File: config.mk
export PLATFORM = sky130hd
export DESIGN_NAME = aes_bcm_ctrl
export DESIGN_NICKNAME = d
export VERILOG_FILES = /design/src/hw/rtl/aes_bcm_pkg.sv /design/src/hw/rtl/aes_bcm_ctrl.sv
export VERILOG_INCLUDE_DIRS = /design/src /design/src/hw/rtl
export SDC_FILE = /design/constraint.sdc
export NUM_CORES = 1
export LEC_CHECK = 0
export BUFFER_PORTS_ARGS = -buffer_cell sky130_fd_sc_hd__buf_2
export CORE_MARGIN = 2
export CORE_UTILIZATION = 38
export DETAILED_ROUTE_END_ITERATION = 8
export PLACE_DENSITY = 0.69
export SYNTH_ARGS = -nofsm -noshare
export SYNTH_HDL_FRONTEND = slang
export SYNTH_SLANG_ARGS = --single-unit
File: constraint.sdc
create_clock -name clk -period 1.5 [get_ports clk]
set_input_delay 0.075 -clock clk [delete_from_list [all_inputs] [get_ports clk]]
set_output_delay 0.075 -clock clk [all_outputs]
set_load 0.01 [all_outputs]
File: src/hw/rtl/aes_block_cipher_with_modes_defines.svh
// Assertion macros shared by the AES block cipher RTL.
// Needs a clock named clk and an active-low reset named arst_n in scope.
`ifndef AES_BLOCK_CIPHER_WITH_MODES_DEFINES_SVH
`define AES_BLOCK_CIPHER_WITH_MODES_DEFINES_SVH

// The property must hold at every clock edge outside reset.
`define AES_ASSERT(lbl, prop, msg) \
	lbl: assert property (@(posedge clk) disable iff (!arst_n) (prop)) else $error(msg);

// The condition must never be seen outside reset.
`define AES_ASSERT_NEVER(lbl, cond, msg) \
	lbl: assert property (@(posedge clk) disable iff (!arst_n) !(cond)) else $error(msg);

`endif

File: src/hw/rtl/aes_bcm_pkg.sv
// Package for the AES block cipher: payload and control types, codes, tables
// and round functions. Used by the controller, the datapath and the top level.
package aes_bcm_pkg;

	localparam int ROUND_KEY_WORDS = 60;
	localparam int RK_ROWS = ROUND_KEY_WORDS / 4;
	localparam int WORD_W = $clog2(ROUND_KEY_WORDS);
	localparam int ROW_W = $clog2(RK_ROWS);
	localparam int RND_W = 4;
	localparam int REG_IDX_W = 3;
	localparam logic [1:0] MAX_SEL = (ROUND_KEY_WORDS >= 60) ? 2'd2 :
		(ROUND_KEY_WORDS >= 52) ? 2'd1 : 2'd0;

	typedef enum logic [1:0] {
		MODE_ECB = 2'd0,
		MODE_CBC = 2'd1,
		MODE_CFB = 2'd2,
		MODE_OFB = 2'd3
	} mode_t;

	typedef enum logic [REG_IDX_W-1:0] {
		REG_KEY0    = 3'd0,
		REG_KEY1    = 3'd1,
		REG_KEY2    = 3'd2,
		REG_KEY3    = 3'd3,
		REG_KEY_LEN = 3'd4,
		REG_MODE    = 3'd5,
		REG_IV_HI   = 3'd6,
		REG_IV_LO   = 3'd7
	} reg_idx_t;

	localparam logic OP_DECRYPT = 1'b1;

	typedef struct packed {
		logic        opcode;
		logic        chain_start;
		logic [63:0] block_hi;
		logic [63:0] block_lo;
	} in_item_t;

	typedef struct packed {
		logic [63:0] result_hi;
		logic [63:0] result_lo;
	} out_item_t;

	typedef struct packed {
		logic              load_in;
		logic              exp_step;
		logic [WORD_W-1:0] exp_idx;
		logic [2:0]        exp_mod;
		logic [ROW_W-1:0]  rk_addr;
		logic              init_st;
		logic              do_round;
		logic              last;
		logic              finish;
	} dp_cmd_t;

	typedef struct packed {
		logic [1:0] sel;
		logic       dec;
	} dp_status_t;

	localparam logic [7:0] SBOX [256] = '{
		8'h63,8'h7c,8'h77,8'h7b,8'hf2,8'h6b,8'h6f,8'hc5,8'h30,8'h01,8'h67,8'h2b,8'hfe,8'hd7,8'hab,8'h76,
		8'hca,8'h82,8'hc9,8'h7d,8'hfa,8'h59,8'h47,8'hf0,8'had,8'hd4,8'ha2,8'haf,8'h9c,8'ha4,8'h72,8'hc0,
		8'hb7,8'hfd,8'h93,8'h26,8'h36,8'h3f,8'hf7,8'hcc,8'h34,8'ha5,8'he5,8'hf1,8'h71,8'hd8,8'h31,8'h15,
		8'h04,8'hc7,8'h23,8'hc3,8'h18,8'h96,8'h05,8'h9a,8'h07,8'h12,8'h80,8'he2,8'heb,8'h27,8'hb2,8'h75,
		8'h09,8'h83,8'h2c,8'h1a,8'h1b,8'h6e,8'h5a,8'ha0,8'h52,8'h3b,8'hd6,8'hb3,8'h29,8'he3,8'h2f,8'h84,
		8'h53,8'hd1,8'h00,8'hed,8'h20,8'hfc,8'hb1,8'h5b,8'h6a,8'hcb,8'hbe,8'h39,8'h4a,8'h4c,8'h58,8'hcf,
		8'hd0,8'hef,8'haa,8'hfb,8'h43,8'h4d,8'h33,8'h85,8'h45,8'hf9,8'h02,8'h7f,8'h50,8'h3c,8'h9f,8'ha8,
		8'h51,8'ha3,8'h40,8'h8f,8'h92,8'h9d,8'h38,8'hf5,8'hbc,8'hb6,8'hda,8'h21,8'h10,8'hff,8'hf3,8'hd2,
		8'hcd,8'h0c,8'h13,8'hec,8'h5f,8'h97,8'h44,8'h17,8'hc4,8'ha7,8'h7e,8'h3d,8'h64,8'h5d,8'h19,8'h73,
		8'h60,8'h81,8'h4f,8'hdc,8'h22,8'h2a,8'h90,8'h88,8'h46,8'hee,8'hb8,8'h14,8'hde,8'h5e,8'h0b,8'hdb,
		8'he0,8'h32,8'h3a,8'h0a,8'h49,8'h06,8'h24,8'h5c,8'hc2,8'hd3,8'hac,8'h62,8'h91,8'h95,8'he4,8'h79,
		8'he7,8'hc8,8'h37,8'h6d,8'h8d,8'hd5,8'h4e,8'ha9,8'h6c,8'h56,8'hf4,8'hea,8'h65,8'h7a,8'hae,8'h08,
		8'hba,8'h78,8'h25,8'h2e,8'h1c,8'ha6,8'hb4,8'hc6,8'he8,8'hdd,8'h74,8'h1f,8'h4b,8'hbd,8'h8b,8'h8a,
		8'h70,8'h3e,8'hb5,8'h66,8'h48,8'h03,8'hf6,8'h0e,8'h61,8'h35,8'h57,8'hb9,8'h86,8'hc1,8'h1d,8'h9e,
		8'he1,8'hf8,8'h98,8'h11,8'h69,8'hd9,8'h8e,8'h94,8'h9b,8'h1e,8'h87,8'he9,8'hce,8'h55,8'h28,8'hdf,
		8'h8c,8'ha1,8'h89,8'h0d,8'hbf,8'he6,8'h42,8'h68,8'h41,8'h99,8'h2d,8'h0f,8'hb0,8'h54,8'hbb,8'h16
	};

	localparam logic [7:0] INV_SBOX [256] = '{
		8'h52,8'h09,8'h6a,8'hd5,8'h30,8'h36,8'ha5,8'h38,8'hbf,8'h40,8'ha3,8'h9e,8'h81,8'hf3,8'hd7,8'hfb,
		8'h7c,8'he3,8'h39,8'h82,8'h9b,8'h2f,8'hff,8'h87,8'h34,8'h8e,8'h43,8'h44,8'hc4,8'hde,8'he9,8'hcb,
		8'h54,8'h7b,8'h94,8'h32,8'ha6,8'hc2,8'h23,8'h3d,8'hee,8'h4c,8'h95,8'h0b,8'h42,8'hfa,8'hc3,8'h4e,
		8'h08,8'h2e,8'ha1,8'h66,8'h28,8'hd9,8'h24,8'hb2,8'h76,8'h5b,8'ha2,8'h49,8'h6d,8'h8b,8'hd1,8'h25,
		8'h72,8'hf8,8'hf6,8'h64,8'h86,8'h68,8'h98,8'h16,8'hd4,8'ha4,8'h5c,8'hcc,8'h5d,8'h65,8'hb6,8'h92,
		8'h6c,8'h70,8'h48,8'h50,8'hfd,8'hed,8'hb9,8'hda,8'h5e,8'h15,8'h46,8'h57,8'ha7,8'h8d,8'h9d,8'h84,
		8'h90,8'hd8,8'hab,8'h00,8'h8c,8'hbc,8'hd3,8'h0a,8'hf7,8'he4,8'h58,8'h05,8'hb8,8'hb3,8'h45,8'h06,
		8'hd0,8'h2c,8'h1e,8'h8f,8'hca,8'h3f,8'h0f,8'h02,8'hc1,8'haf,8'hbd,8'h03,8'h01,8'h13,8'h8a,8'h6b,
		8'h3a,8'h91,8'h11,8'h41,8'h4f,8'h67,8'hdc,8'hea,8'h97,8'hf2,8'hcf,8'hce,8'hf0,8'hb4,8'he6,8'h73,
		8'h96,8'hac,8'h74,8'h22,8'he7,8'had,8'h35,8'h85,8'he2,8'hf9,8'h37,8'he8,8'h1c,8'h75,8'hdf,8'h6e,
		8'h47,8'hf1,8'h1a,8'h71,8'h1d,8'h29,8'hc5,8'h89,8'h6f,8'hb7,8'h62,8'h0e,8'haa,8'h18,8'hbe,8'h1b,
		8'hfc,8'h56,8'h3e,8'h4b,8'hc6,8'hd2,8'h79,8'h20,8'h9a,8'hdb,8'hc0,8'hfe,8'h78,8'hcd,8'h5a,8'hf4,
		8'h1f,8'hdd,8'ha8,8'h33,8'h88,8'h07,8'hc7,8'h31,8'hb1,8'h12,8'h10,8'h59,8'h27,8'h80,8'hec,8'h5f,
		8'h60,8'h51,8'h7f,8'ha9,8'h19,8'hb5,8'h4a,8'h0d,8'h2d,8'he5,8'h7a,8'h9f,8'h93,8'hc9,8'h9c,8'hef,
		8'ha0,8'he0,8'h3b,8'h4d,8'hae,8'h2a,8'hf5,8'hb0,8'hc8,8'heb,8'hbb,8'h3c,8'h83,8'h53,8'h99,8'h61,
		8'h17,8'h2b,8'h04,8'h7e,8'hba,8'h77,8'hd6,8'h26,8'he1,8'h69,8'h14,8'h63,8'h55,8'h21,8'h0c,8'h7d
	};

	function automatic logic [7:0] xtime(input logic [7:0] a);
		return {a[6:0], 1'b0} ^ (a[7] ? 8'h1b : 8'h00);
	endfunction

	function automatic logic [31:0] sub_word(input logic [31:0] w);
		return {SBOX[w[31:24]], SBOX[w[23:16]], SBOX[w[15:8]], SBOX[w[7:0]]};
	endfunction

	// State byte i (row i % 4, column i / 4) sits at bits 127-8i down.
	function automatic logic [127:0] sub_bytes(input logic [127:0] s, input logic inv);
		logic [127:0] o;
		logic [7:0] b;
		for (int i = 0; i < 16; i++) begin
			b = s[127-8*i -: 8];
			o[127-8*i -: 8] = inv ? INV_SBOX[b] : SBOX[b];
		end
		return o;
	endfunction

	function automatic logic [127:0] shift_rows(input logic [127:0] s, input logic inv);
		logic [127:0] o;
		int src;
		int dst;
		for (int r = 0; r < 4; r++) begin
			for (int c = 0; c < 4; c++) begin
				if (inv) begin
					dst = r + 4 * ((c + r) % 4);
					src = r + 4 * c;
				end else begin
					dst = r + 4 * c;
					src = r + 4 * ((c + r) % 4);
				end
				o[127-8*dst -: 8] = s[127-8*src -: 8];
			end
		end
		return o;
	endfunction

	function automatic logic [127:0] mix_columns(input logic [127:0] s, input logic inv);
		logic [127:0] o;
		logic [7:0] a [4];
		logic [7:0] x2 [4];
		logic [7:0] x4 [4];
		logic [7:0] x8 [4];
		logic [7:0] m1 [4];
		logic [7:0] m2 [4];
		logic [7:0] m3 [4];
		logic [7:0] m0 [4];
		for (int c = 0; c < 4; c++) begin
			for (int k = 0; k < 4; k++) begin
				a[k] = s[127-8*(4*c+k) -: 8];
				x2[k] = xtime(a[k]);
				x4[k] = xtime(x2[k]);
				x8[k] = xtime(x4[k]);
				if (inv) begin
					m0[k] = x8[k] ^ x4[k] ^ x2[k];
					m1[k] = x8[k] ^ x2[k] ^ a[k];
					m2[k] = x8[k] ^ x4[k] ^ a[k];
					m3[k] = x8[k] ^ a[k];
				end else begin
					m0[k] = x2[k];
					m1[k] = x2[k] ^ a[k];
					m2[k] = a[k];
					m3[k] = a[k];
				end
			end
			// Coefficient of a[k] in output row r is the one at (k - r) mod 4.
			for (int r = 0; r < 4; r++) begin
				o[127-8*(4*c+r) -: 8] = m0[r] ^ m1[(r+1)%4] ^ m2[(r+2)%4] ^ m3[(r+3)%4];
			end
		end
		return o;
	endfunction

endpackage

File: src/hw/rtl/aes_bcm_ctrl.sv
// Controller for the AES block cipher: sequences key expansion, round
// iterations and the output transfer. Depends on aes_bcm_pkg and the defines.
`include "aes_block_cipher_with_modes_defines.svh"

module aes_bcm_ctrl (
	input  logic                    clk,
	input  logic                    arst_n,
	input  logic                    in_valid,
	output logic                    in_ready,
	output logic                    out_valid,
	input  logic                    out_ready,
	input  logic                    cfg_we,
	input  aes_bcm_pkg::dp_status_t status,
	output aes_bcm_pkg::dp_cmd_t    cmd
);
	import aes_bcm_pkg::*;

	typedef enum logic [2:0] {
		S_IDLE,
		S_EXPAND,
		S_FETCH,
		S_LOAD,
		S_ROUND,
		S_DONE
	} state_t;

	state_t            state_q;
	logic              keys_ready_q;
	logic [WORD_W-1:0] widx_q;
	logic [2:0]        wmod_q;
	logic [RND_W-1:0]  rnd_q;
	logic              out_valid_q;

	logic [RND_W-1:0]  nr;
	logic [3:0]        nk;
	logic [WORD_W-1:0] last_word;
	logic              accept;
	logic              finish;

	assign nr        = RND_W'(4'd10 + {1'b0, status.sel, 1'b0});
	assign nk        = 4'd4 + {1'b0, status.sel, 1'b0};
	assign last_word = WORD_W'({nr, 2'b11});
	assign in_ready  = (state_q == S_IDLE);
	assign accept    = in_valid && in_ready;
	assign finish    = (state_q == S_DONE) && (!out_valid_q || out_ready);
	assign out_valid = out_valid_q;

	always_comb begin
		cmd          = '0;
		cmd.load_in  = accept;
		cmd.exp_step = (state_q == S_EXPAND);
		cmd.exp_idx  = widx_q;
		cmd.exp_mod  = wmod_q;
		cmd.init_st  = (state_q == S_LOAD);
		cmd.do_round = (state_q == S_ROUND);
		cmd.last     = (rnd_q == nr);
		cmd.finish   = finish;
		// The key row is read into a register ahead of its use.
		unique case (state_q)
			S_FETCH: cmd.rk_addr = status.dec ? ROW_W'(nr) : '0;
			S_LOAD:  cmd.rk_addr = status.dec ? ROW_W'(nr - 4'd1) : ROW_W'(1);
			S_ROUND: cmd.rk_addr = status.dec ? ROW_W'(nr - rnd_q - 4'd1) :
				ROW_W'(rnd_q + 4'd1);
			default: cmd.rk_addr = '0;
		endcase
	end

	always_ff @(posedge clk or negedge arst_n) begin
		if (!arst_n) begin
			state_q      <= S_IDLE;
			keys_ready_q <= 1'b0;
			widx_q       <= '0;
			wmod_q       <= '0;
			rnd_q        <= '0;
			out_valid_q  <= 1'b0;
		end else begin
			if (finish) begin
				out_valid_q <= 1'b1;
			end else if (out_ready) begin
				out_valid_q <= 1'b0;
			end
			unique case (state_q)
				S_IDLE: begin
					if (accept) begin
						widx_q  <= '0;
						wmod_q  <= '0;
						state_q <= keys_ready_q ? S_FETCH : S_EXPAND;
					end
				end
				S_EXPAND: begin
					widx_q <= widx_q + WORD_W'(1);
					wmod_q <= ({1'b0, wmod_q} == nk - 4'd1) ? 3'd0 : wmod_q + 3'd1;
					if (widx_q == last_word) begin
						keys_ready_q <= 1'b1;
						state_q      <= S_FETCH;
					end
				end
				S_FETCH: state_q <= S_LOAD;
				S_LOAD: begin
					rnd_q   <= RND_W'(1);
					state_q <= S_ROUND;
				end
				S_ROUND: begin
					if (rnd_q == nr) begin
						state_q <= S_DONE;
					end else begin
						rnd_q <= rnd_q + RND_W'(1);
					end
				end
				S_DONE: begin
					if (finish) begin
						state_q <= S_IDLE;
					end
				end
				default: state_q <= S_IDLE;
			endcase
			// Any register write makes the stored round keys stale.
			if (cfg_we) begin
				keys_ready_q <= 1'b0;
			end
		end
	end

	`AES_ASSERT(a_expand_sets_ready,
		($past(state_q == S_EXPAND) && state_q == S_FETCH) |-> keys_ready_q,
		"expansion finished without marking round keys ready")
	`AES_ASSERT(a_round_bound, (state_q == S_ROUND) |-> (rnd_q <= nr && rnd_q != '0),
		"round counter left the range of the key length")
	`AES_ASSERT(a_finish_after_rounds, (state_q == S_DONE) |-> $past(state_q == S_ROUND ||
		state_q == S_DONE), "result stage entered without running the rounds")
	`AES_ASSERT_NEVER(a_word_bound, (state_q == S_EXPAND) && (widx_q > last_word),
		"key expansion ran past the last round key word")

endmodule

==> reports/metrics.csv <==
metric,value,unit
Initial Util,39.8,%
gpl congestion,0.893,
Tcrit/Tclk final,136,%
Max Clock Skew,4.46,ps
num rows,20,
Synth Area in Adders,7.82,%
routed vias/inst,5.07,
CTS tree,yes,
routed wl met2,1.86,mm
met1 wire length,1.55,mm
Hold Crit Class,in2reg,
share of cells above drive strength 1,53.3,%
Final Non-Filler Cells,243,
Synth Instances,132,
"commonest non-fill, non-tap cell in the layout",buf_4,
hpwl dp,2.20,mm
run status,finished with violations,
CTS sink cnt,18,
max-cap viol count,0,
Die X,60.6,um
maximum vdd drop,0.00105,V
Ports,29,
post-synth top area cell,dfrtp_1,
Static Leak,0.000925,uW
drt total wl,3.58,mm
Power Density,1640,nW/um^2
fillers,270,
syn_area_per_cell,9.21,sq um
first-pass GRT wire length,5.12,mm
post-place setup slack,-268,ps
CTS Buf Count,3,
DR DRC count,0,
Worst-path clk slew,110,ps
Area growth syn-to-layout,61.9,%
WHS,111,ps
fmax,492,MHz
"top cells by area, synth","dfrtp_1 37%, ha_1 6.2%, nand2_1 4.6%",
"commonest non-fill, non-tap cells in the layout","31 x buf_4, 24 x buf_2, 18 x dfrtp_1",
Critical Path Fanout Max,2,
cell area after synthesis,1220,sq um
Die Y,60.6,um
Power Total,3230,uW
"Hold Vio Cnt, Final",0,
data arrival time of the worst path,1960,ps
Clock Tree Root,clkbuf_4,
routed length on met3,102,um
final setup margin,-534,ps
largest net degree at the start of global routing,19,
Crit. End Element,output port,
Synth top area share,37.0,%
Final ANT Viol Nets,0,
mux contribution to synthesized area,1.65,%
Nets,215,
initial antenna violation count,0,
drt first pass iters,4,
Rel. slew slack,72.4,%
via count,1232,
Final Max Tran Viols,0,
Synth Area in Compound Gates,19.7,%
Total Routing Usage GR,19.0,%
Overflow after GRT,0,
uppermost routed layer,met4,
YS warnings,0,
post-layout min period,2030,ps
CP required,1420,ps
"Clk Latency, worst-skew pair",300,ps
"FFs w/ async S/R, synth",100,%
routed len/inst,14.7,um
die area,3670,sq um
clk buf depth,2,
Yosys reg bits,18,
Post-synth top flop,dfrtp_1,
CP Launch Type,flop,
Post-synth EDFFs,0,
post-synthesis xor/xnor area fraction,6.48,%
count of cell types in the netlist,43,
Port Buffers,28,
failing checks,setup timing,
Slew @ Worst Pin,414,ps
drt first-iter violations,45,
diodes inserted,0,
register area share after synthesis,37.0,%
crit path kind,reg2out,
post-synthesis simple-gate area fraction,22.3,%
vias in the first global route,1109,
final setup fails,11,
CTS H-tree lvls,1,
syn_nets,147,
RSZ-0062 raised after global routing,true,
dpl cells,220,
core footprint,3050,sq um
main combinational cell family by area after synthesis,simple AND/OR/NAND/NOR gates,
Yosys cell counts (2+ instances only):
cell and n:
ha_1 6, xor2_1 3, a22o_1 2, buf_4 2
o31ai_1 3, nand2b_1 5, a21oi_1 7, nor2b_1 4
xnor2_1 6, a22oi_1 3, inv_1 5, nand2_1 15
o21ai_0 11, a32o_1 2, nor3_1 3, nor2_1 8
dfrtp_1 18, nand3_1 3, mux2i_1 2
logic make-up (layout without fill, tap and decap cells):
| logic type | after synthesis | in the layout |
|---|---|---|
| and+or+nand+nor | 49 | 49 |
| AOI/OAI and AO/OA | 36 | 36 |
| DFF | 18 | 18 |
| buffers and inverters | 11 | 78 |
| xor gates and xnor gates | 9 | 9 |
| adders and majority gates | 7 | 7 |
| muxes | 2 | 2 |
critical path: stages (launching register included):
cell	delay (ps)
dfrtp_1	410
inv_2	90
ha_4	140
fa_2	420
nand2b_4	150
a22oi_2	130
a2bb2oi_2	140
nor2_1	40
buf_2	130
stage by stage:
| stage | TNS (ps) | area (sq um) | util, % |
|---|---|---|---|
| floorplan | -153 | 1220 | - |
| global placement | -550 | 1530 | 50.2 |
| detailed placement | -898 | 1530 | 50.2 |
| CTS | -1690 | 1760 | 57.6 |
| global route | -2830 | 1970 | 64.5 |
| finish | -1970 | 1970 | 64.5 |
registers in the layout (all words and copies together) (netlist names):
name and count:
widx_q 6, rnd_q 4, state_q 3, wmod_q 3
keys_ready_q 1, out_valid 1
path summary, 6_finish.rpt:
path	start	endpoint	slack [ps]	cells past startpoint
worst max-delay path	rnd_q[1]	cmd[6]	-530	8
worst min-delay path	out_ready	out_valid	110	3
worst max register to register	rnd_q[2]	rnd_q[1]	-150	8
worst min register to register	keys_ready_q	keys_ready_q	540	2
max in group asynchronous	arst_n	widx_q[2]	980	2
min in group asynchronous	arst_n	keys_ready_q	230	2
layout make-up:
cell class | count | area [sq um] | share of cell area, %
sequential | 18 | 450 | 22.9
timing repair buffer | 67 | 485 | 24.7
tap | 44 | 55.1 | 2.80
clock buffer | 4 | 36.3 | 1.84
multi-input combinational | 103 | 908 | 46.1
inverter | 7 | 33.8 | 1.72
metal layers:
layer	track usage, %	up-vias
met5	0	-
met4	9.32	0
met3	3.41	6
met2	30.0	26
met1	25.1	601
li1	-	599
repair_timing:
action / CTS / global route
cloned: 0 / 0
gates resized for setup: 30 / 29
hold buffers: 2 / 0
setup endpoints to repair: 13 / 19
setup buffers: 6 / 12
pin swaps: 13 / 13
endpoints found under the hold margin: 19 / 0
report_power, final:
part	internal, uW	switching, uW	leakage, uW
combinational	1120	974	0.000675
clock	148	160	0.0000210
sequential	655	172	0.000229
total	1920	1310	0.000925
Note: power is estimated with default switching activity, not from simulation.
